## src/rtl/cpcd_pkg.sv

```systemverilog
`timescale 1ns / 1ps
// ----------------------------------------------------------------------------
// cpcd_pkg
// Shared types, constants and small lookup functions for the circle pixel
// coverage block.
// ----------------------------------------------------------------------------
package cpcd_pkg;

  localparam int FRAC_BITS_DEF = 4;

  localparam int PIX_W   = 12;
  localparam int CTR_W   = 16;
  localparam int RAD_W   = 15;
  localparam int RSQ_W   = 2 * RAD_W;
  localparam int MODE_W  = 3;
  localparam int COV_W   = 4;
  localparam int BAY_W   = 4;
  localparam int THR_W   = 5;
  localparam int ADDR_W  = 5;
  localparam int DATA_W  = 32;
  localparam int RIDX_W  = 3;

  // drawing modes
  localparam logic [MODE_W-1:0] MODE_SOLID      = 3'd0;
  localparam logic [MODE_W-1:0] MODE_DITHER     = 3'd1;
  localparam logic [MODE_W-1:0] MODE_RING       = 3'd2;
  localparam logic [MODE_W-1:0] MODE_DITHER_RING = 3'd3;
  localparam logic [MODE_W-1:0] MODE_AA         = 3'd4;

  // register indexes (byte address / 4)
  localparam logic [RIDX_W-1:0] REG_CENTER_X       = 3'd0;
  localparam logic [RIDX_W-1:0] REG_CENTER_Y       = 3'd1;
  localparam logic [RIDX_W-1:0] REG_OUTER_RADIUS   = 3'd2;
  localparam logic [RIDX_W-1:0] REG_RING_THICKNESS = 3'd3;
  localparam logic [RIDX_W-1:0] REG_MODE           = 3'd4;

  localparam logic [BAY_W-1:0] DITHER_LIMIT = 4'd8;
  localparam logic [COV_W-1:0] COV_FULL     = 4'd9;
  localparam logic [COV_W-1:0] COV_NONE     = 4'd0;

  typedef struct packed {
    logic signed [PIX_W-1:0] pixel_x;
    logic signed [PIX_W-1:0] pixel_y;
  } pix_t;

  typedef struct packed {
    logic             draw;
    logic [COV_W-1:0] coverage;
  } res_t;

  // configuration as seen by the datapath, squares precomputed
  typedef struct packed {
    logic signed [CTR_W-1:0] cx;
    logic signed [CTR_W-1:0] cy;
    logic [MODE_W-1:0]       mode;
    logic [RSQ_W-1:0]        ro2;
    logic [RSQ_W-1:0]        ri2;
    logic                    ring_ok;
  } cfg_t;

  // 4x4 ordered dither matrix, row from y, column from x
  function automatic logic [BAY_W-1:0] bayer(input logic [1:0] row, input logic [1:0] col);
    logic [BAY_W-1:0] v;
    unique case ({row, col})
      4'h0: v = 4'd0;
      4'h1: v = 4'd8;
      4'h2: v = 4'd2;
      4'h3: v = 4'd10;
      4'h4: v = 4'd12;
      4'h5: v = 4'd4;
      4'h6: v = 4'd14;
      4'h7: v = 4'd6;
      4'h8: v = 4'd3;
      4'h9: v = 4'd11;
      4'ha: v = 4'd1;
      4'hb: v = 4'd9;
      4'hc: v = 4'd15;
      4'hd: v = 4'd7;
      4'he: v = 4'd13;
      4'hf: v = 4'd5;
    endcase
    return v;
  endfunction

  // hits * 16 / 9, truncated
  function automatic logic [THR_W-1:0] cov_thresh(input logic [COV_W-1:0] hits);
    logic [THR_W-1:0] v;
    unique case (hits)
      4'd0:    v = 5'd0;
      4'd1:    v = 5'd1;
      4'd2:    v = 5'd3;
      4'd3:    v = 5'd5;
      4'd4:    v = 5'd7;
      4'd5:    v = 5'd8;
      4'd6:    v = 5'd10;
      4'd7:    v = 5'd12;
      4'd8:    v = 5'd14;
      4'd9:    v = 5'd16;
      default: v = 5'd0;
    endcase
    return v;
  endfunction

endpackage

```

## src/rtl/cpcd_regs.sv

```systemverilog
`timescale 1ns / 1ps
// ----------------------------------------------------------------------------
// cpcd_regs
// APB register file for the circle settings, with the squared outer and
// inner radius kept in registers for the datapath.
// ----------------------------------------------------------------------------
module cpcd_regs (
  input  logic                          clk,
  input  logic                          rst,
  input  logic                          psel,
  input  logic                          penable,
  input  logic                          pwrite,
  input  logic [cpcd_pkg::ADDR_W-1:0]   paddr,
  input  logic [cpcd_pkg::DATA_W-1:0]   pwdata,
  output logic [cpcd_pkg::DATA_W-1:0]   prdata,
  output logic                          pready,
  output cpcd_pkg::cfg_t                cfg
);

  logic [cpcd_pkg::CTR_W-1:0]  circ_x;
  logic [cpcd_pkg::CTR_W-1:0]  circ_y;
  logic [cpcd_pkg::RAD_W-1:0]  outer_radius;
  logic [cpcd_pkg::RAD_W-1:0]  ring_thickness;
  logic [cpcd_pkg::MODE_W-1:0] mode;
  logic [cpcd_pkg::RSQ_W-1:0]  ro2;
  logic [cpcd_pkg::RSQ_W-1:0]  ri2;
  logic                        ring_ok;

  logic                          wr_en;
  logic [cpcd_pkg::RIDX_W-1:0]   widx;
  logic signed [cpcd_pkg::RAD_W:0] r_in;

  assign pready = 1'b1;
  assign wr_en  = psel && penable && pwrite;
  assign widx   = paddr[cpcd_pkg::ADDR_W-1:2];

  always_ff @(posedge clk) begin
    if (rst) begin
      circ_x         <= '0;
      circ_y         <= '0;
      outer_radius   <= '0;
      ring_thickness <= '0;
      mode           <= cpcd_pkg::MODE_SOLID;
    end else if (wr_en) begin
      unique case (widx)
        cpcd_pkg::REG_CENTER_X:       circ_x         <= pwdata[cpcd_pkg::CTR_W-1:0];
        cpcd_pkg::REG_CENTER_Y:       circ_y         <= pwdata[cpcd_pkg::CTR_W-1:0];
        cpcd_pkg::REG_OUTER_RADIUS:   outer_radius   <= pwdata[cpcd_pkg::RAD_W-1:0];
        cpcd_pkg::REG_RING_THICKNESS: ring_thickness <= pwdata[cpcd_pkg::RAD_W-1:0];
        cpcd_pkg::REG_MODE:           mode           <= pwdata[cpcd_pkg::MODE_W-1:0];
        default: ;
      endcase
    end
  end

  // inner radius, positive only when the band is thinner than the radius
  assign r_in = $signed({1'b0, outer_radius}) - $signed({1'b0, ring_thickness});

  always_ff @(posedge clk) begin
    if (rst) begin
      ro2     <= '0;
      ri2     <= '0;
      ring_ok <= 1'b0;
    end else begin
      ro2     <= cpcd_pkg::RSQ_W'(outer_radius) * cpcd_pkg::RSQ_W'(outer_radius);
      ri2     <= cpcd_pkg::RSQ_W'(r_in[cpcd_pkg::RAD_W-1:0]) *
                 cpcd_pkg::RSQ_W'(r_in[cpcd_pkg::RAD_W-1:0]);
      ring_ok <= (r_in > 0);
    end
  end

  always_comb begin
    prdata = '0;
    unique case (widx)
      cpcd_pkg::REG_CENTER_X:       prdata = cpcd_pkg::DATA_W'(circ_x);
      cpcd_pkg::REG_CENTER_Y:       prdata = cpcd_pkg::DATA_W'(circ_y);
      cpcd_pkg::REG_OUTER_RADIUS:   prdata = cpcd_pkg::DATA_W'(outer_radius);
      cpcd_pkg::REG_RING_THICKNESS: prdata = cpcd_pkg::DATA_W'(ring_thickness);
      cpcd_pkg::REG_MODE:           prdata = cpcd_pkg::DATA_W'(mode);
      default:                      prdata = '0;
    endcase
  end

  assign cfg.cx      = $signed(circ_x);
  assign cfg.cy      = $signed(circ_y);
  assign cfg.mode    = mode;
  assign cfg.ro2     = ro2;
  assign cfg.ri2     = ri2;
  assign cfg.ring_ok = ring_ok;

endmodule

```

## config.mk

```make
export PLATFORM = sky130hd
export DESIGN_NAME = cpcd_regs
export DESIGN_NICKNAME = d
export VERILOG_FILES = /design/src/rtl/cpcd_pkg.sv /design/src/rtl/cpcd_regs.sv
export SDC_FILE = /design/constraint.sdc
export NUM_CORES = 1
export LEC_CHECK = 0
export ABC_AREA = 0
export BUFFER_PORTS_ARGS = -buffer_cell sky130_fd_sc_hd__buf_2
export CORE_MARGIN = 2
export CORE_UTILIZATION = 45
export CTS_BUF_LIST = sky130_fd_sc_hd__clkbuf_4 sky130_fd_sc_hd__clkbuf_8
export CTS_CLUSTER_DIAMETER = 50
export CTS_CLUSTER_SIZE = 12
export DETAILED_ROUTE_END_ITERATION = 10
export PLACE_DENSITY = 0.59
export SYNTH_ARGS = -nofsm -noshare
export SYNTH_HDL_FRONTEND = slang
export SYNTH_SLANG_ARGS = --single-unit
```

## constraint.sdc

```tcl
create_clock -name clk -period 18.5 [get_ports clk]
set_input_delay 0.925 -clock clk [delete_from_list [all_inputs] [get_ports clk]]
set_output_delay 0.925 -clock clk [all_outputs]
set_load 0.1 [all_outputs]
```

# Word-level counts from Yosys, hierarchy flattened
# Index checks and enable logic that the tools add are counted.
# W data, S select, Z words.
# word_totals
inputBits	42
ff_bits	126
output_inout_bits	129
word_cells	25
# classes
multipliers	2
n_mux	1
reduce_logical	8
n_eq_ne	4
addsub	1
order_cmp	1
# ops
cell	n
$pmux W16 S5	1
$mul A15 B15 Y30	2
$gt A16 B1 Y1 const B	1
$sub A15 B15 Y16	1
$reduce_and A2 Y1	5
$eq A3 B2 Y1 const B	2
$eq A3 B1 Y1 const B	1
$eq A3 B3 Y1 const B	1
$logic_not A3 Y1	1
$logic_and A1 B1 Y1	2

# Depth between registers and ports, before layout
# Gate-level depths: netlist of the first run.
# depth
depth_word	3
ltp_mapped	32
mapped_depth_nobuf	31

# Worst setup path before layout of the first run
# Ideal clock, no wire load.
# synth_path
kind	register -> register
startpoint	reg outer_radius[0] in the netlist's numbering
endpoint	reg ri2[29] in the netlist's numbering
setup_slack_ps	11226
path_buffers	0
stages_incl_launch_ff	29
period_less_slack_ps	7274
setup_ps	123
t_arrival_ps	7150
required_time_ps	18377
cell_sequence	dfxtp_1 -> inv_1 -> ha_1 -> fa_1 -> nand2b_1 -> a21oi_1 -> o211ai_1 -> a21oi_2 -> mux2_4 -> or3_4 -> nand2b_1 -> fa_1 -> fa_1 -> inv_1 -> fa_1 -> fa_1 -> fa_1 -> inv_1 -> fa_1 -> inv_1 -> ha_1 -> nand2_1 -> nor2_1 -> o211ai_1 -> o21ai_1 -> a31oi_1 -> xor2_1 -> nor2b_1 -> mux2_1
# synth_between
elab_chain_cells	2
# synth_lines
element	line	source
start, declared	cpcd_regs.sv:22	logic [cpcd_pkg::RAD_W-1:0] outer_radius;
start signal, assigned	cpcd_regs.sv:48	cpcd_pkg::REG_OUTER_RADIUS: outer_radius <= pwdata[cpcd_pkg::RAD_W-1:0];
$sub A15 B15 Y16	cpcd_regs.sv:57	assign r_in = $signed({1'b0, outer_radius}) - $signed({1'b0, ring_thickness});
$mul A15 B15 Y30	cpcd_regs.sv:66	ri2 <= cpcd_pkg::RSQ_W'(r_in[cpcd_pkg::RAD_W-1:0]) *
end signal, assigned	cpcd_regs.sv:66	
end, declared	cpcd_regs.sv:26	logic [cpcd_pkg::RSQ_W-1:0] ri2;
# No other way between the ends.
# A chain may end at the register's enable or synchronous reset.

# Worst setup path in the final report of the first run
# layout_path
startpoint	reg outer_radius[1] in the netlist's numbering
endpoint	reg ri2[29] in the netlist's numbering
# The elaborated chain is that of the path after synthesis.

==> results of run 1 <==
[synthesized netlist by cell type (3+ instances only)]
| master | number |
|---|---|
| inv_1 | 373 |
| fa_1 | 273 |
| nand2_1 | 245 |
| ha_1 | 190 |
| nor2_1 | 154 |
| dfxtp_1 | 124 |
| a21oi_1 | 118 |
| clkbuf_1 | 61 |
| and2_1 | 53 |
| xnor2_1 | 39 |
| nor2b_1 | 28 |
| nand2b_1 | 27 |
| a21o_1 | 26 |
| o21ai_0 | 26 |
| nor3_1 | 24 |
| xor2_1 | 23 |
| buf_4 | 20 |
| a211oi_1 | 15 |
| nand3_1 | 14 |
| mux4_2 | 12 |
| and3_1 | 10 |
| a22oi_1 | 9 |
| o21a_1 | 9 |
| o21bai_1 | 9 |
| inv_2 | 7 |
| o211ai_1 | 7 |
| a31oi_1 | 6 |
| nand4_1 | 6 |
| o21ai_1 | 6 |
| o31ai_1 | 6 |
| a311oi_1 | 4 |
| mux2i_1 | 4 |
| a31o_1 | 3 |
| buf_1 | 3 |
| mux2_1 | 3 |
| mux2_2 | 3 |
| nor4b_1 | 3 |
| o22ai_1 | 3 |
| xnor2_2 | 3 |
[logic make-up after synthesis]
logic type / after synthesis
other: 2
xor gates and xnor gates: 67
and+or+nand+nor: 584
buffers and inverters: 468
DFF: 124
muxes: 23
adders and majority gates: 463
AOI/OAI and AO/OA: 267
[registers in the layout (all words and copies together), names as in the netlist]
signal and count:
mode 3, circ_y 16, ro2 29, outer_radius 15, ring_thickness 15, ring_ok 1, circ_x 16, ri2 29
[cell type report]
class	instances	area, µm²
Tap cell	518	648.1
Clock buffer	17	234.0
Clock inverter	15	225.2
Multi-Input combinational cell	1423	13300
Timing Repair Buffer	148	780.7
Sequential cell	124	2482
Fill cell	3813	19450
Inverter	382	1434
[power by group through the flow]
stage | Clock, W | Combinational, W | Sequential, W
after detailed placement | 0 | 0.000253 | 0.000285
after global routing | 0.000312 | 0.000277 | 0.000280
after CTS | 0.000303 | 0.000255 | 0.000278
final | 0.000292 | 0.000253 | 0.000278
after global placement | 0 | 0.000251 | 0.000285
after floorplan | 0 | 0.000150 | 0.000337
[per-layer routing]
layer	vias up	routed length, µm	track usage [%]
li1	6443	-	-
met4	0	672	5.226
met5	-	0	0
met3	37	1759	3.661
met1	6618	19010	29.16
met2	280	20430	36.85
[how the worst min path moves through the flow]
stage	slack, ps	cells past startpoint	to
after floorplan	450	2	ring_thickness[2]
after global placement	450	2	circ_y[11]
after detailed placement	460	2	circ_y[8]
after CTS	470	2	circ_y[8]
after global routing	490	2	circ_y[14]
final	470	2	circ_y[8]
[stage by stage]
stage / worst slack, ps / hold slack [ps]
floorplan: 11230 / 445.9
global placement: 9826 / 452.2
detailed placement: 9802 / 459.8
CTS: 9791 / 472.6
global route: 9267 / 488.7
finish: 9783 / 473.5
[worst max-delay path, delay by kind of cell (launching register included)]
family                     cells  cell delay, ps
adders and majority gates      8            3650
DFF                            1             680
buffers and inverters          6            1080
and+or+nand+nor                5             940
xor gates and xnor gates       2             690
muxes                          1             300
AOI/OAI and AO/OA              6            1250
==> key figures, run 1 <==
Outcome
  • Outcome: complete, no violations

Critical path
  • CP max stage delay: 680 ps
  • Crit path DAT: 9120 ps
  • Crit path max fanout: 12
  • Worst Path Class, Setup: reg -> reg
  • CP startpoint: outer_radius[1]
  • R2R Setup Slk: 9780 ps
  • CP endpoint kind: register
  • CP startpoint kind: register
  • CP max-delay cell: dfxtp_1
  • R2R Path End: ri2[29]
  • Critical Path RT: 18900 ps
  • Crit-path most repeated cell: fa_1
  • R2R depth: 28
  • Crit path to: ri2[29]
  • Reg2reg start: outer_radius[1]

Drt
  • First-pass DRT Iterations: 5
  • Drt drc: 0
  • Vias: 13378
  • WL final: 41870 µm
  • Avg WL per Cell: approximately 16 µm
  • Vias per cell: roughly 5
  • Number of DRC markers in iteration 0: about 700
  • Post-DRT Antenna Nets: 0

Placed design
  • Routability cong.: 0.8776
  • Cell Area, Placed: 18640 µm²
  • PortBufs: 133
  • Post-DP HPWL: approximately 34000 µm
  • Placed insts: 2595

Clock tree
  • # hold bufs at CTS: 0
  • CTS tree: yes
  • CTS buffer count: 17
  • Post-CTS Setup Bufs: 0
  • CTS root buf: clkbuf_8
  • # resized after CTS: 0
  • Clk slew on worst S/H paths: 90 ps
  • Max H-tree Level: 4
  • Clock Latency Late Sink: 530 ps
  • Clock sink count: 124
  • CTS max path bufs: 2

Floorplan
  • Die Area: roughly 41000 µm²
  • Starting density of the core: 45.47%
  • Die Ht: about 200 µm
  • Core box area: 38560 µm²
  • Die width: 201.4 µm
  • Ports: 171
  • Cell row count: 72

Synthesis
  • Synth Area in Compound Gates: a little under a tenth
  • Synth unique cells: 77
  • Post-synth top flop: dfxtp_1
  • EDFF count, synth: 0
  • Multiplexer share of the synthesized area: around 2.2%
  • Post-synthesis simple-gate area fraction: approximately 15%
  • Syn avg cell area: 8.774 µm²
  • Gate Count Post-Synth: approximately 2000
  • Area leader, netlist: fa_1
  • Largest family of logic cells by synthesized area: adder cells
  • Seq/Total Area, Yosys: roughly 14%
  • Flops & latches, synth: between 100 and 150
  • Ys async rst share: 0%
  • Mapped cell area: about 18000 µm²
  • Synth Area in Adders: 44.74%
  • Synth Area in XOR/XNOR: 3.626%
  • Synth top area cells: fa_1 (31%), dfxtp_1 (14%), ha_1 (14%), inv_1 (8.0%), nand2_1 (5.2%)
  • Yosys warnings: 0
  • Area share of the largest cell type after synthesis: 31.18%

Finish
  • Nets: around 2600
  • Share of cells above drive strength 1: 10.57%
  • Util after Layout: 49.55%
  • Design area: around 19000 µm²
  • Commonest cells after routing, fill and taps aside: inv_1 (373), fa_1 (273), nand2_1 (245), ha_1 (190), nor2_1 (154)
  • Non-Filler Instances: around 2600
  • Synth-to-Final Area Change: 8.971%
  • N_diodes: 0
  • Most common cell after layout, fill and taps aside: inv_1

GRT
  • Largest net degree at the start of global routing: between 80 and 90
  • Initial antenna violation count: 0
  • Vias in the first global route: 14085
  • Total Routing Usage GR: 21.78%
  • First-pass GRT wire length: 70930 µm
  • Grt ovf: 0

STA
  • Slew Viols, Final: 0
  • Clock skew: 18.88 ps
  • Tcrit/Tclk final: 47.12%
  • Final setup fails: 0
  • Slew @ Worst Pin: 1192 ps
  • Final hold vios: 0
  • Min Clock Period, post-route: around 8700 ps
  • Fin Setup TNS: 0 ps
  • RSZ-0062 raised after global routing: false
  • Fmax: 0.1147 GHz
  • Relative slew slack: 20.23%

Min path
  • Hold path start: circ_y[8]
  • Hold WC Path Type: reg -> reg

Power and ir drop
  • Psw: 0.0003286 W
  • Final total power: 0.0008238 W
  • Clock share of power: 35.5%
  • Max IR drop VDD: 71.69 µV
  • Pwr dens: about 43 nW/µm²
  • Reg power frac: 33.8%
  • Comb power frac: between 30% and 40%
  • Switch share: 39.88%
  • Leak: 9.995 nW
  • Int Pwr: 0.0004952 W

Job
  • Number of max-cap violations: 0
Power figures use the tool's default switching activity.
==> run 2: changes to the inputs <==
--- a/config.mk
+++ b/config.mk
@@ -13,7 +13,7 @@
 export CTS_CLUSTER_DIAMETER = 50
 export CTS_CLUSTER_SIZE = 12
 export DETAILED_ROUTE_END_ITERATION = 10
-export PLACE_DENSITY = 0.59
+export PLACE_DENSITY = 0.62
 export SYNTH_ARGS = -nofsm -noshare
 export SYNTH_HDL_FRONTEND = slang
 export SYNTH_SLANG_ARGS = --single-unit
==> constraint.sdc (replaced) <==
create_clock -name clk -period 7.86 [get_ports clk]
set_input_delay 0.393 -clock clk [delete_from_list [all_inputs] [get_ports clk]]
set_output_delay 0.393 -clock clk [all_outputs]
set_load 0.1 [all_outputs]
==> run 2 against run 1 <==
Count of clock-buffer cells in the layout increased by 3. Die area unchanged. Register-to-register slack got worse by 9400 ps. Critical path type unchanged.
==> key figures, run 2 (synthesis results as in run 1) <==
Placed design
  • PortBufs: 133 (unchanged)
  • Routability cong.: 0.9082 (was 0.8776)
  • Post-DP HPWL: 35160 µm (was 33690 µm)
  • Dpl ws: 233.8 ps (was 9802 ps)
  • Placed insts: 2630 (was 2595)
  • Cell Area, Placed: 18900 µm² (was 18640 µm²)

Drt
  • Vias per cell: 5.076 (was 5.093)
  • First-pass DRT Iterations: 6 (was 5)
  • Vias: 13508 (was 13378)
  • Drt drc: 0 (unchanged)
  • WL final: 42990 µm (was 41870 µm)
  • Avg WL per Cell: 16.16 µm (was 15.94 µm)
  • Number of DRC markers in iteration 0: 820 (was 696)
  • Post-DRT Antenna Nets: 0 (unchanged)

STA
  • Min Clock Period, post-route: 7449 ps (was 8717 ps)
  • Slew Viols, Final: 0 (unchanged)
  • Slew @ Worst Pin: 919.1 ps (was 1192 ps)
  • Final setup fails: 0 (unchanged)
  • Fin Setup TNS: 0 ps (unchanged)
  • Tcrit/Tclk final: 94.77% (was 47.12%)
  • RSZ-0062 raised after global routing: false (unchanged)
  • Fmax: 0.1342 GHz (was 0.1147 GHz)
  • Relative slew slack: 38.73% (was 20.23%)
  • Clock skew: 27.09 ps (was 18.88 ps)
  • Setup WS post-layout: 411.0 ps (was 9783 ps)
  • Final hold vios: 0 (unchanged)

Critical path
  • Crit-path most repeated cell: fa_1 (unchanged)
  • Crit path DAT: 7810 ps (was 9120 ps)
  • CP endpoint kind: register (unchanged)
  • Top delay family on crit path: adder cells (unchanged)
  • Worst Path Class, Setup: reg -> reg (unchanged)
  • CP max stage delay: 530 ps (was 680 ps)
  • R2R Setup Slk: 410 ps (was 9780 ps)
  • Critical Path RT: 8220 ps (was 18900 ps)
  • CP max-delay cell: fa_1 (was dfxtp_1)
  • Crit path max fanout: 7 (was 12)
  • CP startpoint kind: register (unchanged)
  • Crit path buffers/inverters: 6 (unchanged)

Clock tree
  • Clk slew on worst S/H paths: 100 ps (was 90 ps)
  • CTS root buf: clkbuf_8 (unchanged)
  • Post-CTS Setup Bufs: 0 (unchanged)
  • # resized after CTS: 0 (unchanged)
  • CTS max path bufs: 2 (unchanged)
  • Clock sink count: 124 (unchanged)
  • Max H-tree Level: 4 (unchanged)
  • # hold bufs at CTS: 0 (unchanged)
  • CTS tree: yes (unchanged)
  • Clock Latency Late Sink: 500 ps (was 530 ps)
  • CTS buffer count: 17 (unchanged)

Finish
  • Top Registers: ri2 x29, ro2 x29 (unchanged)
  • Synth-to-Final Area Change: 10.14% (was 8.971%)
  • Share of cells above drive strength 1: 12.32% (was 10.57%)
  • Nets: 2636 (was 2601)
  • Commonest cells after routing, fill and taps aside: inv_1 (373), fa_1 (272), nand2_1 (244), ha_1 (190), nor2_1 (153) (was inv_1 (373), fa_1 (273), nand2_1 (245), ha_1 (190), nor2_1 (154))
  • Fill cells: 3817 (was 3813)
  • Design area: 19310 µm² (was 19100 µm²)
  • Non-Filler Instances: 2661 (was 2627)
  • Most common cell after layout, fill and taps aside: inv_1 (unchanged)
  • Util after Layout: 50.08% (was 49.55%)
  • N_diodes: 0 (unchanged)

Floorplan
  • Starting density of the core: 45.47% (unchanged)
  • Cell row count: 72 (unchanged)
  • Core box area: 38560 µm² (unchanged)
  • Die Ht: 201.4 µm (unchanged)
  • Ports: 171 (unchanged)
  • Die Area: 40550 µm² (unchanged)
  • Die width: 201.4 µm (unchanged)

GRT
  • Total Routing Usage GR: 21.99% (was 21.78%)
  • Vias in the first global route: 14299 (was 14085)
  • Initial antenna violation count: 0 (unchanged)
  • First-pass GRT wire length: 71950 µm (was 70930 µm)
  • Grt ovf: 0 (unchanged)
  • Largest net degree at the start of global routing: 84 (was 85)

Outcome
  • Outcome: complete, no violations (unchanged)

Power and ir drop
  • Leak: 10.13 nW (was 9.995 nW)
  • Pwr dens: 96.18 nW/µm² (was 43.12 nW/µm²)
  • Max IR drop VDD: 117.5 µV (was 71.69 µV)

Job
  • Number of max-cap violations: 0 (unchanged)

Min path
  • Hold WC Path Type: in -> reg (was reg -> reg)
run 2: cell types whose count changed in the layout (fill, tap and decap cells not counted), sizes merged:
cell	delta
buf	+35
bufinv	-3
clkinvlp	+2
clkbuf	+3
clkinv	+2
inv	-5
run 2: final timing paths:
path | startpoint | endpoint | depth (start not counted)
setup / recovery | outer_radius[0] | ri2[18] | 28
hold / removal | pwdata[15] | circ_y[15] | 3
setup reg to reg | outer_radius[0] | ri2[18] | 28
hold reg to reg | ring_thickness[8] | ring_thickness[8] | 2
run 2: report_power, final:
part           internal (W)  switching, W  leakage (nW)
clock network      0.000276      0.000306         0.188
logic              0.000178      0.000443          8.94
registers          0.000647    0.00000601          1.00
total               0.00110      0.000755          10.1
run 2: routing by layer:
metal  vias up  GRT usage [%]  part of all wire, %
met1      6601          29.13                   44
li1       6502              -                    -
met2       362          37.97                   50
met4         0          5.725                  1.3
met5         -              0                    0
met3        43          2.915                  4.9
run 2: stage by stage:
stage | power [W] | hold slack [ps]
2_1_floorplan | 0.001144 | 445.9
3_3_place_gp | 0.001280 | 454.9
3_5_place_dp | 0.001287 | 464.0
4_1_cts | 0.001879 | 115.9
5_1_grt | 0.001958 | 138.5
6_report | 0.001857 | 148.3
run 2: worst reg2reg max path, delay by kind of cell (launching register included):
family                   cells  cell delay [ps]
XOR/XNOR                     2              620
AO/OA/AOI/OAI                4              950
buffers and inverters        6              290
AND/OR/NAND/NOR              7             1120
flip-flops                   1              340
adder cells (fa/ha/maj)      9             3980
run 2: cell type report:
type                       instances  area, µm²  share of cell area, %
clock buffer                      20      275.3                  1.426
clock inverter                    11      110.1                 0.5702
inverter                         382       1434                  7.426
multi-input combinational       1423      13320                  68.96
sequential                       124       2482                  12.86
tap                              518      648.1                  3.357
timing repair buffer             183       1044                  5.404
